`config.mk`:
```
export PLATFORM = sky130hd
export DESIGN_NAME = gimbal_pan_pid_servo_mixer_top
export DESIGN_NICKNAME = d
export VERILOG_FILES = /design/src/design/gpps_pkg.sv /design/src/design/gpps_csr.sv /design/src/design/gpps_ctrl.sv /design/src/design/gpps_dp.sv /design/src/design/gimbal_pan_pid_servo_mixer_top.sv
export SDC_FILE = /design/constraint.sdc
export NUM_CORES = 2
export LEC_CHECK = 0
export BUFFER_PORTS_ARGS = -buffer_cell sky130_fd_sc_hd__buf_4
export CORE_ASPECT_RATIO = 1.4
export CORE_MARGIN = 5
export CORE_UTILIZATION = 40
export CTS_CLUSTER_DIAMETER = 30
export DETAILED_ROUTE_END_ITERATION = 8
export PLACE_DENSITY = 0.64
export SLEW_MARGIN = 40
export SYNTH_ARGS = -nofsm -noshare
export SYNTH_HDL_FRONTEND = slang
export SYNTH_SLANG_ARGS = --single-unit
export TNS_END_PERCENT = 1
```
`constraint.sdc`:
```
create_clock -name clock -period 7.49 [get_ports clock]
set_input_delay 1.498 -clock clock [delete_from_list [all_inputs] [get_ports clock]]
set_output_delay 1.498 -clock clock [all_outputs]
set_load 0.03 [all_outputs]
```
`src/design/gpps_pkg.sv`:
```
// Types, constants and helpers shared by the gimbal servo mixer modules.
package gpps_pkg;

   // restoring divider for the command term
   localparam int DIV_STEPS = 16;
   localparam int CNT_W     = $clog2(DIV_STEPS);

   localparam logic [6:0]  CMD_SCALE       = 7'd80;
   localparam int          INTEG_LIMIT     = 16000;
   localparam int          RATE_LIMIT      = 640;
   // floor(m/125) = (m*16778)>>21 for m below 21499
   localparam logic [14:0] RECIP_125       = 15'd16778;
   localparam int          RECIP_125_SHIFT = 21;
   // floor(m/5) = (m*209716)>>20 for m below 2^18
   localparam logic [17:0] RECIP_5         = 18'd209716;
   localparam int          RECIP_5_SHIFT   = 20;
   localparam int          DRIVE_MAX       = 32767;
   localparam int          DRIVE_MIN       = -32768;

   // register reset values
   localparam logic [7:0]        P_GAIN_RST      = 8'd40;
   localparam logic [7:0]        I_GAIN_RST      = 8'd30;
   localparam logic [7:0]        D_GAIN_RST      = 8'd17;
   localparam logic [11:0]       PAN_CENTER_RST  = 12'd1500;
   localparam logic signed [5:0] PAN_SCALE_RST   = 6'sd1;
   localparam logic [11:0]       TILT_CENTER_RST = 12'd1500;
   localparam logic signed [5:0] TILT_SCALE_RST  = 6'sd1;

   typedef enum logic [2:0] {
      CSR_P_GAIN,
      CSR_I_GAIN,
      CSR_D_GAIN,
      CSR_PAN_CENTER,
      CSR_PAN_SCALE,
      CSR_TILT_CENTER,
      CSR_TILT_SCALE
   } csr_index_type;

   typedef struct packed {
      logic [7:0]        p_gain;
      logic [7:0]        i_gain;
      logic [7:0]        d_gain;
      logic [11:0]       pan_center;
      logic signed [5:0] pan_scale;
      logic [11:0]       tilt_center;
      logic signed [5:0] tilt_scale;
   } cfg_type;

   typedef struct packed {
      logic load;
      logic prep;
      logic div_step;
      logic calc1;
      logic calc2;
      logic calc3;
      logic calc4;
      logic calc5;
      logic finish;
   } cmd_type;

   typedef enum logic [3:0] {
      ST_IDLE,
      ST_PREP,
      ST_DIV,
      ST_CALC1,
      ST_CALC2,
      ST_CALC3,
      ST_CALC4,
      ST_CALC5,
      ST_FINISH
   } state_type;

   // low bound tested first; with crossed limits a value below the low one
   // gives the low one, anything else the high one
   function automatic logic [11:0] clamp_servo(input logic signed [23:0] v,
                                               input logic [11:0] lo,
                                               input logic [11:0] hi);
      logic [11:0] r;
      if (v < $signed({12'b0, lo})) begin
         r = lo;
      end else if (v > $signed({12'b0, hi})) begin
         r = hi;
      end else begin
         r = v[11:0];
      end
      return r;
   endfunction

endpackage

```
`src/design/gpps_csr.sv`:
```
// Configuration register file of the gimbal servo mixer.
module gpps_csr (
   input  logic             clock,
   input  logic             reset,
   input  logic             csr_write,
   input  logic [2:0]       csr_index,
   input  logic [11:0]      csr_wdata,
   output gpps_pkg::cfg_type cfg
);
   import gpps_pkg::*;

   cfg_type cfg_ff, cfg_in;

   always_comb begin
      cfg_in = cfg_ff;
      if (csr_write) begin
         case (csr_index_type'(csr_index))
            CSR_P_GAIN:      cfg_in.p_gain      = csr_wdata[7:0];
            CSR_I_GAIN:      cfg_in.i_gain      = csr_wdata[7:0];
            CSR_D_GAIN:      cfg_in.d_gain      = csr_wdata[7:0];
            CSR_PAN_CENTER:  cfg_in.pan_center  = csr_wdata;
            CSR_PAN_SCALE:   cfg_in.pan_scale   = $signed(csr_wdata[5:0]);
            CSR_TILT_CENTER: cfg_in.tilt_center = csr_wdata;
            CSR_TILT_SCALE:  cfg_in.tilt_scale  = $signed(csr_wdata[5:0]);
            default: ;
         endcase
      end
   end

   always_ff @(posedge clock) begin
      if (reset) begin
         cfg_ff.p_gain      <= P_GAIN_RST;
         cfg_ff.i_gain      <= I_GAIN_RST;
         cfg_ff.d_gain      <= D_GAIN_RST;
         cfg_ff.pan_center  <= PAN_CENTER_RST;
         cfg_ff.pan_scale   <= PAN_SCALE_RST;
         cfg_ff.tilt_center <= TILT_CENTER_RST;
         cfg_ff.tilt_scale  <= TILT_SCALE_RST;
      end else begin
         cfg_ff <= cfg_in;
      end
   end

   assign cfg = cfg_ff;

endmodule

```
`src/design/gpps_ctrl.sv`:
```
// Sequencing state machine of the gimbal servo mixer.
module gpps_ctrl (
   input  logic              clock,
   input  logic              reset,
   input  logic              req_valid,
   output logic              req_ready,
   output logic              rsp_valid,
   input  logic              rsp_ready,
   output gpps_pkg::cmd_type cmd
);
   import gpps_pkg::*;

   localparam logic [CNT_W-1:0] CNT_LAST = CNT_W'(DIV_STEPS - 1);

   state_type        state_ff, state_in;
   logic [CNT_W-1:0] cnt_ff, cnt_in;
   logic             out_valid_ff, out_valid_in;
   logic             out_free;

   assign out_free = !out_valid_ff || rsp_ready;

   // next state
   always_comb begin
      state_in = state_ff;
      case (state_ff)
         ST_IDLE:   if (req_valid) state_in = ST_PREP;
         ST_PREP:   state_in = ST_DIV;
         ST_DIV:    if (cnt_ff == CNT_LAST) state_in = ST_CALC1;
         ST_CALC1:  state_in = ST_CALC2;
         ST_CALC2:  state_in = ST_CALC3;
         ST_CALC3:  state_in = ST_CALC4;
         ST_CALC4:  state_in = ST_CALC5;
         ST_CALC5:  state_in = ST_FINISH;
         ST_FINISH: if (out_free) state_in = ST_IDLE;
         default:   state_in = ST_IDLE;
      endcase
   end

   // commands
   always_comb begin
      cmd = '0;
      case (state_ff)
         ST_IDLE:   cmd.load     = req_valid;
         ST_PREP:   cmd.prep     = 1'b1;
         ST_DIV:    cmd.div_step = 1'b1;
         ST_CALC1:  cmd.calc1    = 1'b1;
         ST_CALC2:  cmd.calc2    = 1'b1;
         ST_CALC3:  cmd.calc3    = 1'b1;
         ST_CALC4:  cmd.calc4    = 1'b1;
         ST_CALC5:  cmd.calc5    = 1'b1;
         ST_FINISH: cmd.finish   = out_free;
         default: ;
      endcase
   end

   assign cnt_in       = (state_ff == ST_DIV) ? CNT_W'(cnt_ff + 1'b1) : '0;
   assign out_valid_in = cmd.finish ? 1'b1 : (rsp_ready ? 1'b0 : out_valid_ff);

   always_ff @(posedge clock) begin
      if (reset) begin
         state_ff     <= ST_IDLE;
         cnt_ff       <= '0;
         out_valid_ff <= 1'b0;
      end else begin
         state_ff     <= state_in;
         cnt_ff       <= cnt_in;
         out_valid_ff <= out_valid_in;
      end
   end

   assign req_ready = (state_ff == ST_IDLE);
   assign rsp_valid = out_valid_ff;

endmodule

```
`src/design/gpps_dp.sv`:
```
// Arithmetic datapath of the gimbal servo mixer: divider, PID terms, servo mix.
module gpps_dp #(
   parameter int PAN_LOW   = 1020,
   parameter int PAN_HIGH  = 2000,
   parameter int TILT_LOW  = 1020,
   parameter int TILT_HIGH = 2000
) (
   input  logic               clock,
   input  logic               reset,
   input  gpps_pkg::cmd_type  cmd,
   input  gpps_pkg::cfg_type  cfg,
   input  logic signed [9:0]  req_pan_command,
   input  logic signed [9:0]  req_tilt_command,
   input  logic signed [13:0] req_pan_rate,
   input  logic signed [15:0] req_tilt_angle,
   output logic [11:0]        rsp_pan_servo,
   output logic [11:0]        rsp_tilt_servo,
   output logic signed [15:0] rsp_pan_drive
);
   import gpps_pkg::*;

   localparam logic [11:0] PAN_LO  = 12'(PAN_LOW);
   localparam logic [11:0] PAN_HI  = 12'(PAN_HIGH);
   localparam logic [11:0] TILT_LO = 12'(TILT_LOW);
   localparam logic [11:0] TILT_HI = 12'(TILT_HIGH);

   // captured item
   logic signed [9:0]  pan_cmd_ff, tilt_cmd_ff;
   logic signed [13:0] rate_ff;
   logic signed [15:0] angle_ff;

   // divider
   logic [9:0]  cmd_mag;
   logic [15:0] num_in, quo_ff, quo_in;
   logic [7:0]  divisor_ff, divisor_in, rem_ff, rem_in;
   logic [8:0]  trial;
   logic        qbit, num_neg_ff;

   // loop state
   logic signed [14:0] integ_ff, integ_in;
   logic signed [13:0] prev_rate_ff;
   logic signed [14:0] delta_one_ff, delta_two_ff, delta;

   // products and terms
   logic signed [17:0] dsum_ff, dsum_in;
   logic signed [22:0] rp_prod_ff, rp_prod_in;
   logic signed [21:0] ta_prod_ff, ta_prod_in;
   logic signed [16:0] quot_s;
   logic signed [17:0] error;
   logic signed [18:0] isum;
   logic [20:0]        rp_mag;
   logic [34:0]        pdiv_ff, pdiv_in;
   logic signed [26:0] dprod_ff, dprod_in;
   logic signed [17:0] ta_div;
   logic signed [19:0] tsum;
   logic [11:0]        tilt_ff, tilt_in;
   logic [14:0]        integ_mag;
   logic [29:0]        iprod_ff, iprod_in;
   logic [14:0]        pq;
   logic signed [16:0] pq_s, pterm_ff, pterm_in;
   logic [7:0]         iq;
   logic signed [8:0]  iq_s;
   logic signed [17:0] iterm_prod_ff, iterm_prod_in;
   logic signed [11:0] iterm;
   logic signed [21:0] dterm;
   logic signed [23:0] drive_sum;
   logic signed [15:0] drive_ff, drive_in;
   logic signed [21:0] pprod_ff, pprod_in;
   logic signed [22:0] psum;

   // result register
   logic [11:0]        out_pan_ff, out_tilt_ff, out_pan_in;
   logic signed [15:0] out_drive_ff;

   // load: magnitude of command*80 over max(p_gain,1)
   assign cmd_mag    = req_pan_command[9] ? 10'(-req_pan_command) : 10'(req_pan_command);
   assign num_in     = 16'(cmd_mag) * 16'(CMD_SCALE);
   assign divisor_in = (cfg.p_gain == 8'd0) ? 8'd1 : cfg.p_gain;

   // one restoring step a cycle
   always_comb begin
      trial = {rem_ff, quo_ff[15]};
      if (trial >= {1'b0, divisor_ff}) begin
         rem_in = 8'(trial - {1'b0, divisor_ff});
         qbit   = 1'b1;
      end else begin
         rem_in = trial[7:0];
         qbit   = 1'b0;
      end
      quo_in = {quo_ff[14:0], qbit};
   end

   // prep: gyro history and the two input products
   assign delta      = 15'(rate_ff) - 15'(prev_rate_ff);
   assign dsum_in    = 18'(delta) + 18'(delta_one_ff) + 18'(delta_two_ff);
   assign rp_prod_in = 23'(rate_ff) * 23'($signed({1'b0, cfg.p_gain}));
   assign ta_prod_in = 22'($signed(cfg.tilt_scale)) * 22'(angle_ff);

   // calc1: integrator, P scaling product, D product, tilt servo
   assign quot_s = num_neg_ff ? -$signed({1'b0, quo_ff}) : $signed({1'b0, quo_ff});
   assign error  = 18'(quot_s) - 18'(rate_ff);
   assign isum   = 19'(integ_ff) + 19'(error);

   always_comb begin
      if (rate_ff > 14'(RATE_LIMIT) || rate_ff < -14'(RATE_LIMIT)) begin
         integ_in = '0;
      end else if (isum > 19'(INTEG_LIMIT)) begin
         integ_in = 15'(INTEG_LIMIT);
      end else if (isum < -19'(INTEG_LIMIT)) begin
         integ_in = -15'(INTEG_LIMIT);
      end else begin
         integ_in = 15'(isum);
      end
   end

   // |rate*p_gain|/80 as (m>>4)/5
   assign rp_mag   = rp_prod_ff[22] ? 21'(-rp_prod_ff) : 21'(rp_prod_ff);
   assign pdiv_in  = 35'(rp_mag[20:4]) * 35'(RECIP_5);
   assign dprod_in = 27'(dsum_ff) * 27'($signed({1'b0, cfg.d_gain}));

   // /16 toward zero: bias negatives before the shift
   assign ta_div  = 18'((ta_prod_ff + (ta_prod_ff[21] ? 22'sd15 : 22'sd0)) >>> 4);
   assign tsum    = 20'($signed({1'b0, cfg.tilt_center})) + 20'(ta_div) + 20'(tilt_cmd_ff);
   assign tilt_in = clamp_servo(24'(tsum), TILT_LO, TILT_HI);

   // calc2: integrator/125 product, P term
   assign integ_mag = integ_ff[14] ? 15'(-integ_ff) : 15'(integ_ff);
   assign iprod_in  = 30'(integ_mag) * 30'(RECIP_125);
   assign pq        = 15'(pdiv_ff >> RECIP_5_SHIFT);
   assign pq_s      = rp_prod_ff[22] ? -$signed({2'b0, pq}) : $signed({2'b0, pq});
   assign pterm_in  = 17'(pan_cmd_ff) - pq_s;

   // calc3: times i_gain
   assign iq            = 8'(iprod_ff >> RECIP_125_SHIFT);
   assign iq_s          = integ_ff[14] ? -$signed({1'b0, iq}) : $signed({1'b0, iq});
   assign iterm_prod_in = 18'(iq_s) * 18'($signed({1'b0, cfg.i_gain}));

   // calc4: P + I - D, saturated
   assign iterm     = 12'(iterm_prod_ff >>> 6);
   assign dterm     = 22'(dprod_ff >>> 5);
   assign drive_sum = 24'(pterm_ff) + 24'(iterm) - 24'(dterm);

   always_comb begin
      if (drive_sum > 24'(DRIVE_MAX)) begin
         drive_in = 16'(DRIVE_MAX);
      end else if (drive_sum < 24'(DRIVE_MIN)) begin
         drive_in = 16'(DRIVE_MIN);
      end else begin
         drive_in = 16'(drive_sum);
      end
   end

   // calc5 and finish: pan servo
   assign pprod_in   = 22'($signed(cfg.pan_scale)) * 22'(drive_ff);
   assign psum       = 23'($signed({1'b0, cfg.pan_center})) + 23'(pprod_ff);
   assign out_pan_in = clamp_servo(24'(psum), PAN_LO, PAN_HI);

   // loop state, cleared by reset
   always_ff @(posedge clock) begin
      if (reset) begin
         integ_ff     <= '0;
         prev_rate_ff <= '0;
         delta_one_ff <= '0;
         delta_two_ff <= '0;
      end else begin
         if (cmd.prep) begin
            prev_rate_ff <= rate_ff;
            delta_two_ff <= delta_one_ff;
            delta_one_ff <= delta;
         end
         if (cmd.calc1) begin
            integ_ff <= integ_in;
         end
      end
   end

   // working registers
   always_ff @(posedge clock) begin
      if (cmd.load) begin
         pan_cmd_ff  <= req_pan_command;
         tilt_cmd_ff <= req_tilt_command;
         rate_ff     <= req_pan_rate;
         angle_ff    <= req_tilt_angle;
         num_neg_ff  <= req_pan_command[9];
         divisor_ff  <= divisor_in;
         quo_ff      <= num_in;
         rem_ff      <= '0;
      end
      if (cmd.div_step) begin
         quo_ff <= quo_in;
         rem_ff <= rem_in;
      end
      if (cmd.prep) begin
         dsum_ff    <= dsum_in;
         rp_prod_ff <= rp_prod_in;
         ta_prod_ff <= ta_prod_in;
      end
      if (cmd.calc1) begin
         pdiv_ff  <= pdiv_in;
         dprod_ff <= dprod_in;
         tilt_ff  <= tilt_in;
      end
      if (cmd.calc2) begin
         iprod_ff <= iprod_in;
         pterm_ff <= pterm_in;
      end
      if (cmd.calc3) begin
         iterm_prod_ff <= iterm_prod_in;
      end
      if (cmd.calc4) begin
         drive_ff <= drive_in;
      end
      if (cmd.calc5) begin
         pprod_ff <= pprod_in;
      end
      if (cmd.finish) begin
         out_pan_ff   <= out_pan_in;
         out_tilt_ff  <= tilt_ff;
         out_drive_ff <= drive_ff;
      end
   end

   assign rsp_pan_servo  = out_pan_ff;
   assign rsp_tilt_servo = out_tilt_ff;
   assign rsp_pan_drive  = out_drive_ff;

endmodule

```
`src/design/gimbal_pan_pid_servo_mixer_top.sv`:
```
// Top level of the gimbal pan PID and tilt servo mixer.
// A req transfer is taken only in idle; the item then runs through prep, the
//   bit-per-cycle restoring divider forming command*80/max(p_gain,1), the calc steps
//   and finish, and the next req is taken once the sequencer is back in idle.
// A finished result waits in the output register and the next req is taken meanwhile.
// Reset (synchronous, active high): integrator and gyro history to zero, registers
//   to their defaults, nothing pending.
module gimbal_pan_pid_servo_mixer_top #(
   parameter int PAN_LOW   = 1020,
   parameter int PAN_HIGH  = 2000,
   parameter int TILT_LOW  = 1020,
   parameter int TILT_HIGH = 2000
) (
   input  logic               clock,
   input  logic               reset,
   // configuration writes, to be made only while idle; the block does not enforce it
   input  logic               csr_write,
   input  logic [2:0]         csr_index,
   input  logic [11:0]        csr_wdata,
   // control tick in
   input  logic               req_valid,
   output logic               req_ready,
   input  logic signed [9:0]  req_pan_command,
   input  logic signed [9:0]  req_tilt_command,
   input  logic signed [13:0] req_pan_rate,
   input  logic signed [15:0] req_tilt_angle,
   // servo result out
   output logic               rsp_valid,
   input  logic               rsp_ready,
   output logic [11:0]        rsp_pan_servo,
   output logic [11:0]        rsp_tilt_servo,
   output logic signed [15:0] rsp_pan_drive
);
   import gpps_pkg::*;

   cfg_type cfg;
   cmd_type cmd;

   // gains, centres and scales
   gpps_csr u_csr (
      .clock     (clock),
      .reset     (reset),
      .csr_write (csr_write),
      .csr_index (csr_index),
      .csr_wdata (csr_wdata),
      .cfg       (cfg)
   );

   // sequencer: idle, prep, 16 divide steps, five calc steps, finish.
   // Finish holds until the output register is free.
   gpps_ctrl u_ctrl (
      .clock     (clock),
      .reset     (reset),
      .req_valid (req_valid),
      .req_ready (req_ready),
      .rsp_valid (rsp_valid),
      .rsp_ready (rsp_ready),
      .cmd       (cmd)
   );

   // arithmetic; every multiply is registered before the next one
   gpps_dp #(
      .PAN_LOW   (PAN_LOW),
      .PAN_HIGH  (PAN_HIGH),
      .TILT_LOW  (TILT_LOW),
      .TILT_HIGH (TILT_HIGH)
   ) u_dp (
      .clock            (clock),
      .reset            (reset),
      .cmd              (cmd),
      .cfg              (cfg),
      .req_pan_command  (req_pan_command),
      .req_tilt_command (req_tilt_command),
      .req_pan_rate     (req_pan_rate),
      .req_tilt_angle   (req_tilt_angle),
      .rsp_pan_servo    (rsp_pan_servo),
      .rsp_tilt_servo   (rsp_tilt_servo),
      .rsp_pan_drive    (rsp_pan_drive)
   );

endmodule

```
==> results_dict.tcl <==
set metrics [dict create \
    dp.final_hpwl_um 93900 \
    ant_nets 0 \
    worst_pin_slew_ns 0.872 \
    r2r-end "u_dp.pdiv_ff[34]" \
    io_pins 112 \
    first_pass_iters 5 \
    ys_warn_count 0 \
    min_to "u_dp.rsp_tilt_servo[2]" \
    fin_nets 6627 \
    setup.worst_path.end_class "flip-flop" \
    rsz0062_at_grt "true" \
    die_w_um 307 \
    synth-edff-count 307 \
    hold-path-cell-count 0 \
    slew-limit-headroom 0.419 \
    fin_crit_sh 1.03 \
    worst_slack_ns -0.190 \
    cts_buffer_depth 3 \
    grt_use_total 0.180 \
    status "finished with violations" \
    hold_viol_final 0 \
    top_usage_layer "met2" \
    path_max_fanout 3 \
    start_util 0.403 \
    core-area_um2 123000 \
    cts_sinks 435 \
    synthTopCellsByArea "fa_1, edfxtp_1, ha_1" \
    place_area_um2 52700 \
    yosysTopAreaCell "fa_1" \
    vias_per_cell 5.01 \
    fmax_ghz 0.130 \
    via_count 35500 \
    synthArstFlopShare 0 \
    grt_max_degree 69 \
    place_inst 6910 \
    hp-class "reg -> reg" \
    period_needed_ns 7.68 \
    setup_violations 8 \
    critPathKind "reg -> reg" \
    drive_gt1_frac 0.0801 \
    synth-seq-cells 435 \
    gr-total-overflow 0 \
    crit_required_ns 7.91 \
    drv_cap 0 \
    h-tree-depth 3 \
    syn_to_final_growth_pct 13.2 \
    reg2reg_from "u_dp.rp_prod_ff[3]" \
    wirelength_um 116000 \
    finalNonFillerCells 7088 \
    crit_top_cell "fa_1" \
    r2r_cells 28 \
    dieArea_um2 131000 \
    syn_inst 5211 \
    grtUsageMet3 0.0245 \
    holdWs_ns 0.419 \
    postSynthAreaPerCell_um2 9.51 \
    gp_congestion 0.884 \
    cp.arrival_ns 8.10 \
    cts_tree "done" \
    min_from "u_dp.tilt_ff[2]" \
    clockRootBuffer "clkbuf_16" \
    drc 0 \
    numCtsBuffers 93 \
    met1_usage 0.213 \
    cp-start-kind "flip-flop" \
    worst-path-buf-inv 4 \
    port_buffers 111 \
    slowest_stage "fa_1" \
    fin_area_um2 56100 \
    finClkSkew_ns 0.0234 \
    multi_input_area_um2 33800 \
    grt_pass1_vias 37300 \
    drt-wirelength-per-cell_um 16.4 \
    syn_area_um2 49500 \
    final_cell_mix "inv_1, ha_1, fa_1" \
    drt_iter0_drc 1482 \
    yosysSeqAreaShare 0.238 \
    cts_hold_buf 0 \
    path_clk_slew_ns 0.05 \
    final_max_slew_viol_count 0 \
    gr-usage-met2 0.334 \
    ys.flop_type "edfxtp_1" \
    rows 152 \
    fillers 11700 \
    r2r_setup_slack_ns -0.19 \
    synth_top_area_share 0.231 \
    die_h_um 426 \
    worstSkewPairLatency_ns 0.68 \
    antenna_found_initial 6 \
    regArea_um2 11800 \
    violations "setup timing" \
    grt_pass1_wl_um 191000 \
    cp_top_family "adder cells" \
    cpPeakStageDelay_ns 0.60 \
    final_common_cell "inv_1" \
    ys_types 85 \
]
==> stage by stage <==
stage                util  setup WS [ns]  setup TNS [ns]
floorplan               -         -0.173          -0.439
global placement    0.428         -0.428           -3.10
detailed placement  0.429         -0.496           -3.58
CTS                 0.456         -0.204           -1.29
global route        0.457         -0.509           -3.35
finish              0.457         -0.190          -0.651
==> timing repair <==
| action | CTS | global route |
|---|---|---|
| pin swaps | 7 | 9 |
| resized for setup | 18 | 18 |
| setup buffers | 1 | 1 |
| endpoints found under the setup margin | 12 | 13 |
| cloned | 0 | 0 |
==> registers in the layout, indices dropped and copies added, names as in the netlist, 17 cells and up <==
signal	count
u_dp.pterm_ff	17
u_dp.dprod_ff	22
u_csr.cfg	60
u_dp.pprod_ff	22
u_dp.rp_prod_ff	22
u_dp.dsum_ff	17
u_dp.ta_prod_ff	22
==> layer usage <==
layer,wire length (um),vias up
met5,0,-
met4,4090,0
met3,4390,203
met2,60700,555
met1,46800,17500
li1,-,17300
==> worst reg2reg max path, delay by kind of cell, from the launching register on <==
kind,cells,cell delay [ns]
and+or+nand+nor,9,2.36
xor gates and xnor gates,1,0.16
DFF,1,0.40
AOI/OAI and AO/OA,7,1.40
adders and majority gates,7,2.78
buffers and inverters,4,0.34
==> synth_stat cells (45+ instances only) <==
cell / count
ha_1: 595
xor2_1: 92
xnor2_1: 223
nor3_1: 83
dfxtp_1: 128
a21oi_1: 208
nand3_1: 54
edfxtp_1: 307
a21o_1: 65
clkbuf_1: 101
nor2_1: 203
nand2_1: 550
o21ai_0: 149
and2_1: 262
inv_1: 1033
nand2b_1: 68
nor2b_1: 45
fa_1: 572
==> cell type report <==
class,instances,area share
Multi-Input combinational cell,3638,0.602
Sequential cell,435,0.210
Inverter,1033,0.0692
Clock buffer,99,0.0428
Tap cell,1617,0.0361
Timing Repair Buffer,189,0.0260
Clock inverter,75,0.0135
Antenna cell,2,0.0000892
==> worst max-delay path by stage <==
stage / startpoint / endpoint / slack (ns) / depth (start not counted)
floorplan: u_dp.rp_prod_ff[3] / u_dp.pdiv_ff[31] / -0.17 / 27
global route: u_dp.rp_prod_ff[1] / u_dp.pdiv_ff[34] / -0.51 / 28
global placement: u_dp.rp_prod_ff[3] / u_dp.pdiv_ff[34] / -0.43 / 27
detailed placement: u_dp.rp_prod_ff[3] / u_dp.pdiv_ff[34] / -0.50 / 27
finish: u_dp.rp_prod_ff[3] / u_dp.pdiv_ff[34] / -0.19 / 28
CTS: u_dp.rp_prod_ff[0] / u_dp.pdiv_ff[34] / -0.20 / 32
==> cell families (layout without fill, tap and decap cells) <==
family | Yosys count | after routing | synth area share
simple gates | 1421 | 1421 | 0.141
fa+ha+maj | 1167 | 1167 | 0.381
buf+inv | 1139 | 1396 | 0.0863
compound gates | 699 | 699 | 0.0908
flops | 435 | 435 | 0.238
xor+xnor | 315 | 315 | 0.0557
mux | 34 | 34 | 0.00700
other cells | 1 | 4 | 0.0000757
Power is left out: the tool's default activity adds up to more than one toggle a clock period on the data nets, which glitch-free logic cannot reach.
